File: src/rtl/amdec_pkg.sv
package amdec_pkg;

  // configuration register indexes
  localparam int unsigned CfgIdxW = 1;
  localparam logic [CfgIdxW-1:0] CFG_ALPHA_FORMAT  = 1'd0;
  localparam logic [CfgIdxW-1:0] CFG_LAYER_CHANNEL = 1'd1;
  localparam int unsigned CfgDataW = 2;

  // alpha_format bit meanings
  localparam int unsigned FMT_RLE_BIT = 1;
  localparam int unsigned FMT_RAW_BIT = 0;

  localparam logic [7:0] HDR_FILL_MASK  = 8'h80;
  localparam logic [7:0] HDR_COUNT_MASK = 8'h7F;

  typedef enum logic [1:0] {
    PH_HEADER = 2'd0,
    PH_FILL   = 2'd1,
    PH_COPY   = 2'd2
  } phase_e;

  typedef struct packed {
    logic [7:0] src_byte;
    logic       map_start;
  } in_beat_t;

  typedef struct packed {
    logic [7:0]  alpha_value;
    logic [13:0] blend_address;
    logic [6:0]  run_length;
    logic        last_of_item;
    logic        map_done;
  } out_beat_t;

  // results caused by one accepted byte, in order
  typedef struct packed {
    logic [1:0] count;
    out_beat_t  first;
    out_beat_t  second;
  } dec_res_t;

endpackage

File: src/rtl/alpha_map_byte_decoder_unit.sv
// Alpha map byte decoder: turns an encoded byte stream into alpha results.
// Input channel: one encoded byte per beat, with map_start on the first byte
// of a map. Output channel: one result per beat (alpha, blend address, run
// length, last-of-byte and map-done flags). Fill runs leave as one beat.
// Configuration: write alpha_format and layer_channel through the write port
// while the block is idle; writes take effect at once and keep decode state.
// A byte's results are registered in the result buffer before they are offered.
// Throughput: raw 8-bit and run-length bytes are taken one per cycle while
// the receiver does not stall; packed 4-bit bytes make two results each and
// fill the buffer, so the next byte waits until the output port drains one.
// A three-entry result buffer sits on the output; in_stall_o is high while it
// holds two or more beats, so a further byte is still taken while one result
// waits on a stalled receiver. A stalled output beat holds until taken.
// Reset clears the decode state, the buffer's beat count and both registers to zero.
module alpha_map_byte_decoder_unit #(
  parameter int unsigned MAP_SIZE  = 4096,
  parameter int unsigned ROW_WIDTH = 64
) (
  input  logic                                clk_i,
  input  logic                                rst_ni,
  input  logic                                in_valid_i,
  output logic                                in_stall_o,
  input  amdec_pkg::in_beat_t                 in_data_i,
  output logic                                out_valid_o,
  input  logic                                out_stall_i,
  output amdec_pkg::out_beat_t                out_data_o,
  input  logic                                cfg_we_i,
  input  logic [amdec_pkg::CfgIdxW-1:0]       cfg_index_i,
  input  logic [amdec_pkg::CfgDataW-1:0]      cfg_data_i
);
  import amdec_pkg::*;

  logic       in_accept;
  logic       buf_full;
  logic [1:0] alpha_format_q;
  logic [1:0] layer_channel_q;
  dec_res_t   dec_res;

  assign in_stall_o = buf_full;
  assign in_accept  = in_valid_i && !buf_full;

  always_ff @(posedge clk_i or negedge rst_ni) begin
    if (!rst_ni) begin
      alpha_format_q  <= '0;
      layer_channel_q <= '0;
    end else if (cfg_we_i) begin
      unique case (cfg_index_i)
        CFG_ALPHA_FORMAT:  alpha_format_q  <= cfg_data_i;
        CFG_LAYER_CHANNEL: layer_channel_q <= cfg_data_i;
        default: ;
      endcase
    end
  end

  amdec_decoder #(
    .MAP_SIZE  (MAP_SIZE),
    .ROW_WIDTH (ROW_WIDTH)
  ) u_decoder (
    .clk_i           (clk_i),
    .rst_ni          (rst_ni),
    .accept_i        (in_accept),
    .in_data_i       (in_data_i),
    .alpha_format_i  (alpha_format_q),
    .layer_channel_i (layer_channel_q),
    .res_o           (dec_res)
  );

  amdec_result_buf u_result_buf (
    .clk_i       (clk_i),
    .rst_ni      (rst_ni),
    .res_i       (dec_res),
    .full_o      (buf_full),
    .out_valid_o (out_valid_o),
    .out_stall_i (out_stall_i),
    .out_data_o  (out_data_o)
  );

endmodule

File: src/rtl/amdec_decoder.sv
module amdec_decoder #(
  parameter int unsigned MAP_SIZE  = 4096,
  parameter int unsigned ROW_WIDTH = 64
) (
  input  logic                clk_i,
  input  logic                rst_ni,
  input  logic                accept_i,
  input  amdec_pkg::in_beat_t in_data_i,
  input  logic [1:0]          alpha_format_i,
  input  logic [1:0]          layer_channel_i,
  output amdec_pkg::dec_res_t res_o
);
  import amdec_pkg::*;

  localparam int unsigned PosW    = $clog2(MAP_SIZE + 1);
  localparam int unsigned HalfRow = ROW_WIDTH / 2;
  localparam int unsigned RbcW    = (HalfRow > 1) ? $clog2(HalfRow) : 1;
  localparam logic [PosW-1:0] MapSz   = PosW'(MAP_SIZE);
  localparam logic [RbcW-1:0] RowLast = RbcW'(HalfRow - 1);

  phase_e          phase_q, phase_d, phase_e_s;
  logic [6:0]      rr_q, rr_d, rr_e;
  logic [PosW-1:0] pos_q, pos_d, pos_e;
  logic [RbcW-1:0] rbc_q, rbc_d, rbc_e;
  logic            mc_q, mc_d, mc_e;

  logic [PosW-1:0] left;
  logic [PosW-1:0] pos_n1;
  logic [PosW-1:0] pos_n2;
  logic [PosW-1:0] pos_fill;
  logic [6:0]      run;
  logic [3:0]      lo_nib, hi_nib;
  logic            row_end;
  logic [7:0]      src;

  function automatic out_beat_t mk_beat(input logic [7:0] alpha, input logic [PosW-1:0] pos,
                                        input logic [6:0] len, input logic last,
                                        input logic done, input logic [1:0] lane);
    out_beat_t b;
    logic [PosW+1:0] addr;
    addr            = {pos, lane};
    b.alpha_value   = alpha;
    b.blend_address = 14'(addr);
    b.run_length    = len;
    b.last_of_item  = last;
    b.map_done      = done;
    return b;
  endfunction

  always_comb begin
    src = in_data_i.src_byte;
    // a new map starts from cleared state
    if (in_data_i.map_start) begin
      phase_e_s = PH_HEADER;
      rr_e      = '0;
      pos_e     = '0;
      rbc_e     = '0;
      mc_e      = 1'b0;
    end else begin
      phase_e_s = phase_q;
      rr_e      = rr_q;
      pos_e     = pos_q;
      rbc_e     = rbc_q;
      mc_e      = mc_q;
    end

    left     = MapSz - pos_e;
    run      = (PosW'(rr_e) > left) ? left[6:0] : rr_e;
    pos_fill = pos_e + PosW'(run);
    pos_n1   = pos_e + PosW'(1);
    pos_n2   = pos_e + PosW'(2);
    lo_nib   = src[3:0];
    row_end  = (rbc_e == RowLast);
    hi_nib   = row_end ? src[3:0] : src[7:4];

    phase_d = phase_e_s;
    rr_d    = rr_e;
    pos_d   = pos_e;
    rbc_d   = rbc_e;
    mc_d    = mc_e;

    res_o.count  = 2'd0;
    res_o.first  = mk_beat(src, pos_e, 7'd1, 1'b1, 1'b0, layer_channel_i);
    res_o.second = mk_beat(src, pos_n1, 7'd1, 1'b1, 1'b0, layer_channel_i);

    priority if (mc_e || pos_e >= MapSz) begin
      // drop bytes after the map is complete
      mc_d = 1'b1;
    end else if (alpha_format_i[FMT_RLE_BIT]) begin
      unique case (phase_e_s)
        PH_FILL: begin
          pos_d       = pos_fill;
          mc_d        = pos_fill >= MapSz;
          phase_d     = PH_HEADER;
          rr_d        = '0;
          res_o.count = 2'd1;
          res_o.first = mk_beat(src, pos_e, run, 1'b1, pos_fill >= MapSz, layer_channel_i);
        end
        PH_COPY: begin
          pos_d       = pos_n1;
          mc_d        = pos_n1 >= MapSz;
          rr_d        = rr_e - 7'd1;
          if (rr_e == 7'd1) begin
            phase_d = PH_HEADER;
          end
          res_o.count = 2'd1;
          res_o.first = mk_beat(src, pos_e, 7'd1, 1'b1, pos_n1 >= MapSz, layer_channel_i);
        end
        default: begin
          rr_d = src[6:0] & HDR_COUNT_MASK[6:0];
          if ((src & HDR_COUNT_MASK) == 8'h00) begin
            phase_d = PH_HEADER;
          end else if ((src & HDR_FILL_MASK) != 8'h00) begin
            phase_d = PH_FILL;
          end else begin
            phase_d = PH_COPY;
          end
        end
      endcase
    end else if (alpha_format_i[FMT_RAW_BIT]) begin
      pos_d       = pos_n1;
      mc_d        = pos_n1 >= MapSz;
      res_o.count = 2'd1;
      res_o.first = mk_beat(src, pos_e, 7'd1, 1'b1, pos_n1 >= MapSz, layer_channel_i);
    end else begin
      // packed nibbles: value times 17 is the nibble repeated
      rbc_d = row_end ? '0 : rbc_e + RbcW'(1);
      if (pos_n1 >= MapSz) begin
        pos_d       = pos_n1;
        mc_d        = 1'b1;
        res_o.count = 2'd1;
        res_o.first = mk_beat({lo_nib, lo_nib}, pos_e, 7'd1, 1'b1, 1'b1, layer_channel_i);
      end else begin
        pos_d        = pos_n2;
        mc_d         = pos_n2 >= MapSz;
        res_o.count  = 2'd2;
        res_o.first  = mk_beat({lo_nib, lo_nib}, pos_e, 7'd1, 1'b0, 1'b0, layer_channel_i);
        res_o.second = mk_beat({hi_nib, hi_nib}, pos_n1, 7'd1, 1'b1, pos_n2 >= MapSz,
                               layer_channel_i);
      end
    end

    if (!accept_i) begin
      res_o.count = 2'd0;
    end
  end

  always_ff @(posedge clk_i or negedge rst_ni) begin
    if (!rst_ni) begin
      phase_q <= PH_HEADER;
      rr_q    <= '0;
      pos_q   <= '0;
      rbc_q   <= '0;
      mc_q    <= 1'b0;
    end else if (accept_i) begin
      phase_q <= phase_d;
      rr_q    <= rr_d;
      pos_q   <= pos_d;
      rbc_q   <= rbc_d;
      mc_q    <= mc_d;
    end
  end

endmodule

File: src/rtl/amdec_result_buf.sv
module amdec_result_buf (
  input  logic                 clk_i,
  input  logic                 rst_ni,
  input  amdec_pkg::dec_res_t  res_i,
  output logic                 full_o,
  output logic                 out_valid_o,
  input  logic                 out_stall_i,
  output amdec_pkg::out_beat_t out_data_o
);
  import amdec_pkg::*;

  localparam int unsigned Depth = 3;

  out_beat_t  slot_q [Depth];
  out_beat_t  slot_d [Depth];
  logic [1:0] cnt_q, cnt_d;
  logic [1:0] base;
  logic       pop;

  assign out_valid_o = (cnt_q != 2'd0);
  assign out_data_o  = slot_q[0];
  assign pop         = out_valid_o && !out_stall_i;
  // room for two more beats only while at most one is held
  assign full_o      = (cnt_q >= 2'd2);

  always_comb begin
    slot_d = slot_q;
    if (pop) begin
      slot_d[0] = slot_q[1];
      slot_d[1] = slot_q[2];
    end
    base = cnt_q - {1'b0, pop};
    if (res_i.count != 2'd0) begin
      slot_d[base] = res_i.first;
    end
    if (res_i.count == 2'd2) begin
      slot_d[base + 2'd1] = res_i.second;
    end
    cnt_d = base + res_i.count;
  end

  always_ff @(posedge clk_i or negedge rst_ni) begin
    if (!rst_ni) begin
      cnt_q <= 2'd0;
    end else begin
      cnt_q <= cnt_d;
    end
  end

  always_ff @(posedge clk_i) begin
    slot_q <= slot_d;
  end

endmodule

File: config.mk
export PLATFORM = sky130hd
export DESIGN_NAME = alpha_map_byte_decoder_unit
export DESIGN_NICKNAME = d
export VERILOG_FILES = /design/src/rtl/amdec_pkg.sv /design/src/rtl/alpha_map_byte_decoder_unit.sv /design/src/rtl/amdec_decoder.sv /design/src/rtl/amdec_result_buf.sv
export SDC_FILE = /design/constraint.sdc
export NUM_CORES = 1
export LEC_CHECK = 0
export BUFFER_PORTS_ARGS = -buffer_cell sky130_fd_sc_hd__buf_4
export CORE_ASPECT_RATIO = 0.9
export CORE_MARGIN = 3
export CORE_UTILIZATION = 55
export CTS_CLUSTER_DIAMETER = 150
export DETAILED_ROUTE_END_ITERATION = 12
export PLACE_DENSITY = 0.73
export REMOVE_ABC_BUFFERS = 1
export SYNTH_ARGS = -nofsm -noshare
export SYNTH_HDL_FRONTEND = slang
export SYNTH_SLANG_ARGS = --single-unit
File: constraint.sdc
create_clock -name clk_i -period 6.7 [get_ports clk_i]
set_input_delay 0.67 -clock clk_i [delete_from_list [all_inputs] [get_ports clk_i]]
set_output_delay 0.67 -clock clk_i [all_outputs]
set_load 0.05 [all_outputs]
==> flow_summary.toml <==
[run_status]
outcome = "completed"

[sta]
max_freq_mhz = 169
setup_ws_ps = 794
setup_violations = 0
period_share_pct = 88.1
post-route-min-period_ps = 5910
grt_setup_unrepaired = "no"
fin_skew_ps = 9.88
tns_ps = 0
tightest_slew_ps = 1190
hold_ws_ps = 222
slew_headroom_pct = 20.4
final_max_slew_viol_count = 0
hold_viol_final = 0

[clocking]
clock_sinks = 127
hold_buffers = 0
clockBufferDepth = 2
ctsHtreeMaxLevel = 4
clkTransAtPathRegs_ps = 60
cts_buffers = 17
cts_resized = 0
cts_setup_buffers = 0
worstSkewPairLatency_ps = 420
cts_tree = "yes"
cts-root-buf = "clkbuf_16"

[placement]
place_inst = 1263
pre_cts_ws_ps = 545
dp_hpwl_mm = 19.6
gp_congestion = 1.02
portBuffers = 49

[grt]
antenna_found_initial = 0
grt_start_max_net_pins = 64
grt_usage_pct = 33.4
grt_pass1_wl_mm = 43.5
grt-ovfl-total = 0
grt_pass1_vias = 7827

[worst_setup_path]
critPathKind = "flop to flop"
cp_data_required_time_ps = 6960
r2r_start = "u_decoder.pos_q[0]"
critPathLaunchType = "flop"
cp_data_arrival_time_ps = 6160
critPathMaxStageDelay_ps = 450
crit_start = "u_decoder.pos_q[0]"
crit_chain = "nor2b_1 > inv_1 > ha_1 > nor4b_2 > nor2_1 > o21ai_0 > ha_1 > a21o_1 > a21o_1 > a211oi_1 > or4_1 > nor3_2 > or2_2 > fa_1 > a211oi_1 > o21ai_0 > nand3_1 > xnor2_1 > a221o_1 > o211ai_1 > o221ai_1"
path_delay_family = "compound AO/OA/AOI/OAI gates"
cpMaxStageDelayCell = "fa_1"
crit_buf_inv = 1
regToRegSetupSlack_ps = 790
end_kind = "flop"
crit_path_max_fanout = 6

[logic_synthesis]
yosys_register_bits = 127
async_reset_ff_share_pct = 26.8
synth_area_mm2 = 0.00852
ys.flop_type = "dfxtp_1"
synth-edff-count = 0
syn-instance-count = 1104
synth_warnings = 0
synth_cell_type_count = 90
avgSynthCellArea_um2 = 7.72
ys_seq_area_share_pct = 31.8

[detailed_routing]
viasPerCell = 6.57
via_count = 8494
dr.pass1.iters = 7
ant_nets = 0
drtIter0Drc = 1097
drc_errors = 0
wl_mm = 28.3
wl_per_cell_um = 21.9

[pwr]
clockPowerShare_pct = 22.2
seqPwrFrac_pct = 30.5
max-vdd-ir-drop_mv = 0.374
p_int_uw = 2350
combPwrFrac_pct = 47.3
p_sw_uw = 1890
switching_share_pct = 44.5
p_leak_uw = 0.00391
power_density_mw_per_mm2 = 454

[final_layout]
ff_latch_area_mm2 = 0.00271
area_delta_synth_final_pct = 9.59
final_core_util_pct = 62.6
diodes = 0
final_nets = 1128
layout.cells.non_filler = 1293
drive_gt1_share_pct = 13.4
fillers = 1365
multi_input_area_mm2 = 0.00515

[floorplanning]
core-area_mm2 = 0.0149
design.die.area_mm2 = 0.0170
fp.dieH_um = 124
io_pins = 50
std_cell_rows = 42
die_x_um = 137
initial_core_util_pct = 57.1

[flow_run]
drv_cap = 0

[worst_hold_path]
hold_class = "primary input to asynchronous set/reset pin"
[flip-flops by register name, summed over array words and instances (netlist names)]
| register | count |
|---|---|
| u_result_buf.slot_q | 62 |
| u_result_buf.out_data_o | 31 |
| u_decoder.pos_q | 13 |
| u_decoder.rr_q | 7 |
| u_decoder.rbc_q | 5 |
| alpha_format_q | 2 |
| layer_channel_q | 2 |
| u_decoder.phase_q | 2 |
| u_result_buf.cnt_q | 2 |
| u_decoder.mc_q | 1 |
[power groups by stage]
stage,clock (µW),sequential [µW],combinational (µW)
after floorplan,0,1450,1180
after global placement,0,1290,1940
after detailed placement,0,1290,1960
after CTS,945,1280,1970
after global routing,977,1320,2160
final,940,1290,2010
[stage by stage]
step	area, µm²	power [µW]
global placement	8740	3230
global route	9340	4460
finish	9340	4240
CTS	9340	4190
detailed placement	8740	3250
floorplan	7950	2640
[cell usage after synthesis, drive strengths merged, types with 8 or more instances]
cell | number | share of area, %
or2 | 8 | 0.59
mux2i | 23 | 2.7
nand3 | 40 | 2.4
nor2 | 68 | 3.1
and2 | 8 | 0.59
and3 | 13 | 0.95
inv | 24 | 1.1
xnor2 | 16 | 1.6
nor3 | 22 | 1.7
a31oi | 16 | 1.2
dfxtp | 93 | 22
clkbuf | 59 | 2.6
or3 | 10 | 0.73
o22ai | 9 | 0.66
a21oi | 72 | 4.4
nor4 | 9 | 0.88
nand2b | 10 | 0.73
o2bb2ai | 10 | 1.0
o21ai | 93 | 5.5
a22oi | 8 | 0.70
dfrtp | 34 | 10
a211oi | 9 | 0.94
o221ai | 9 | 1.0
nor2b | 18 | 1.3
buf | 51 | 4.1
nand2 | 203 | 9.0
o211ai | 13 | 1.1
a222oi | 9 | 1.1
ha | 26 | 3.8
[layer usage]
layer	global-route usage (%)	share of wire [%]	wire (µm)	up-vias
met5	0	0	0	-
met4	13.3	2.9	810	0
met1	45.2	42	12000	3986
met3	7.47	9.7	2750	78
met2	51.7	45	12800	488
li1	-	-	-	3942
[path summary, 6_finish.rpt]
check                                                  end  cells past startpoint
worst min-delay path                     u_decoder.rr_q[0]                      1
worst min register to register     u_result_buf.slot_q[20]                      2
max in group asynchronous               u_decoder.pos_q[2]                      1
worst max register to register  u_result_buf.out_data_o[0]                     21
min in group clk_i                 u_result_buf.slot_q[20]                      2
worst max-delay path            u_result_buf.out_data_o[0]                     21
[final cells by class]
type	count	share of cell area [%]
inverter	27	1.09
sequential	127	29.0
multi-input combinational	840	55.1
clock buffer	19	4.97
tap	198	2.65
clock inverter	11	1.39
timing repair buffer	71	5.71
[cell families after synthesis]
logic type	Yosys count	synth area share, %
AOI/OAI and AO/OA	330	26.3
and+or+nand+nor	433	24.4
xor gates and xnor gates	23	2.36
muxes	27	3.23
adders and majority gates	27	4.05
DFF	127	31.8
buffers and inverters	137	7.87
[layout by cell type, fill, tap and decap left out, drive strengths merged, types with 16 or more instances in the layout]
master / instances
a31oi: 16
nand3: 40
o21ai: 93
dfrtp: 34
a21oi: 72
xnor2: 16
ha: 26
nor2b: 18
dfxtp: 93
nor2: 68
mux2i: 23
buf: 71
inv: 27
nor3: 22
nand2: 203
clkbuf: 19
Note: power is estimated with default switching activity, not from simulation.
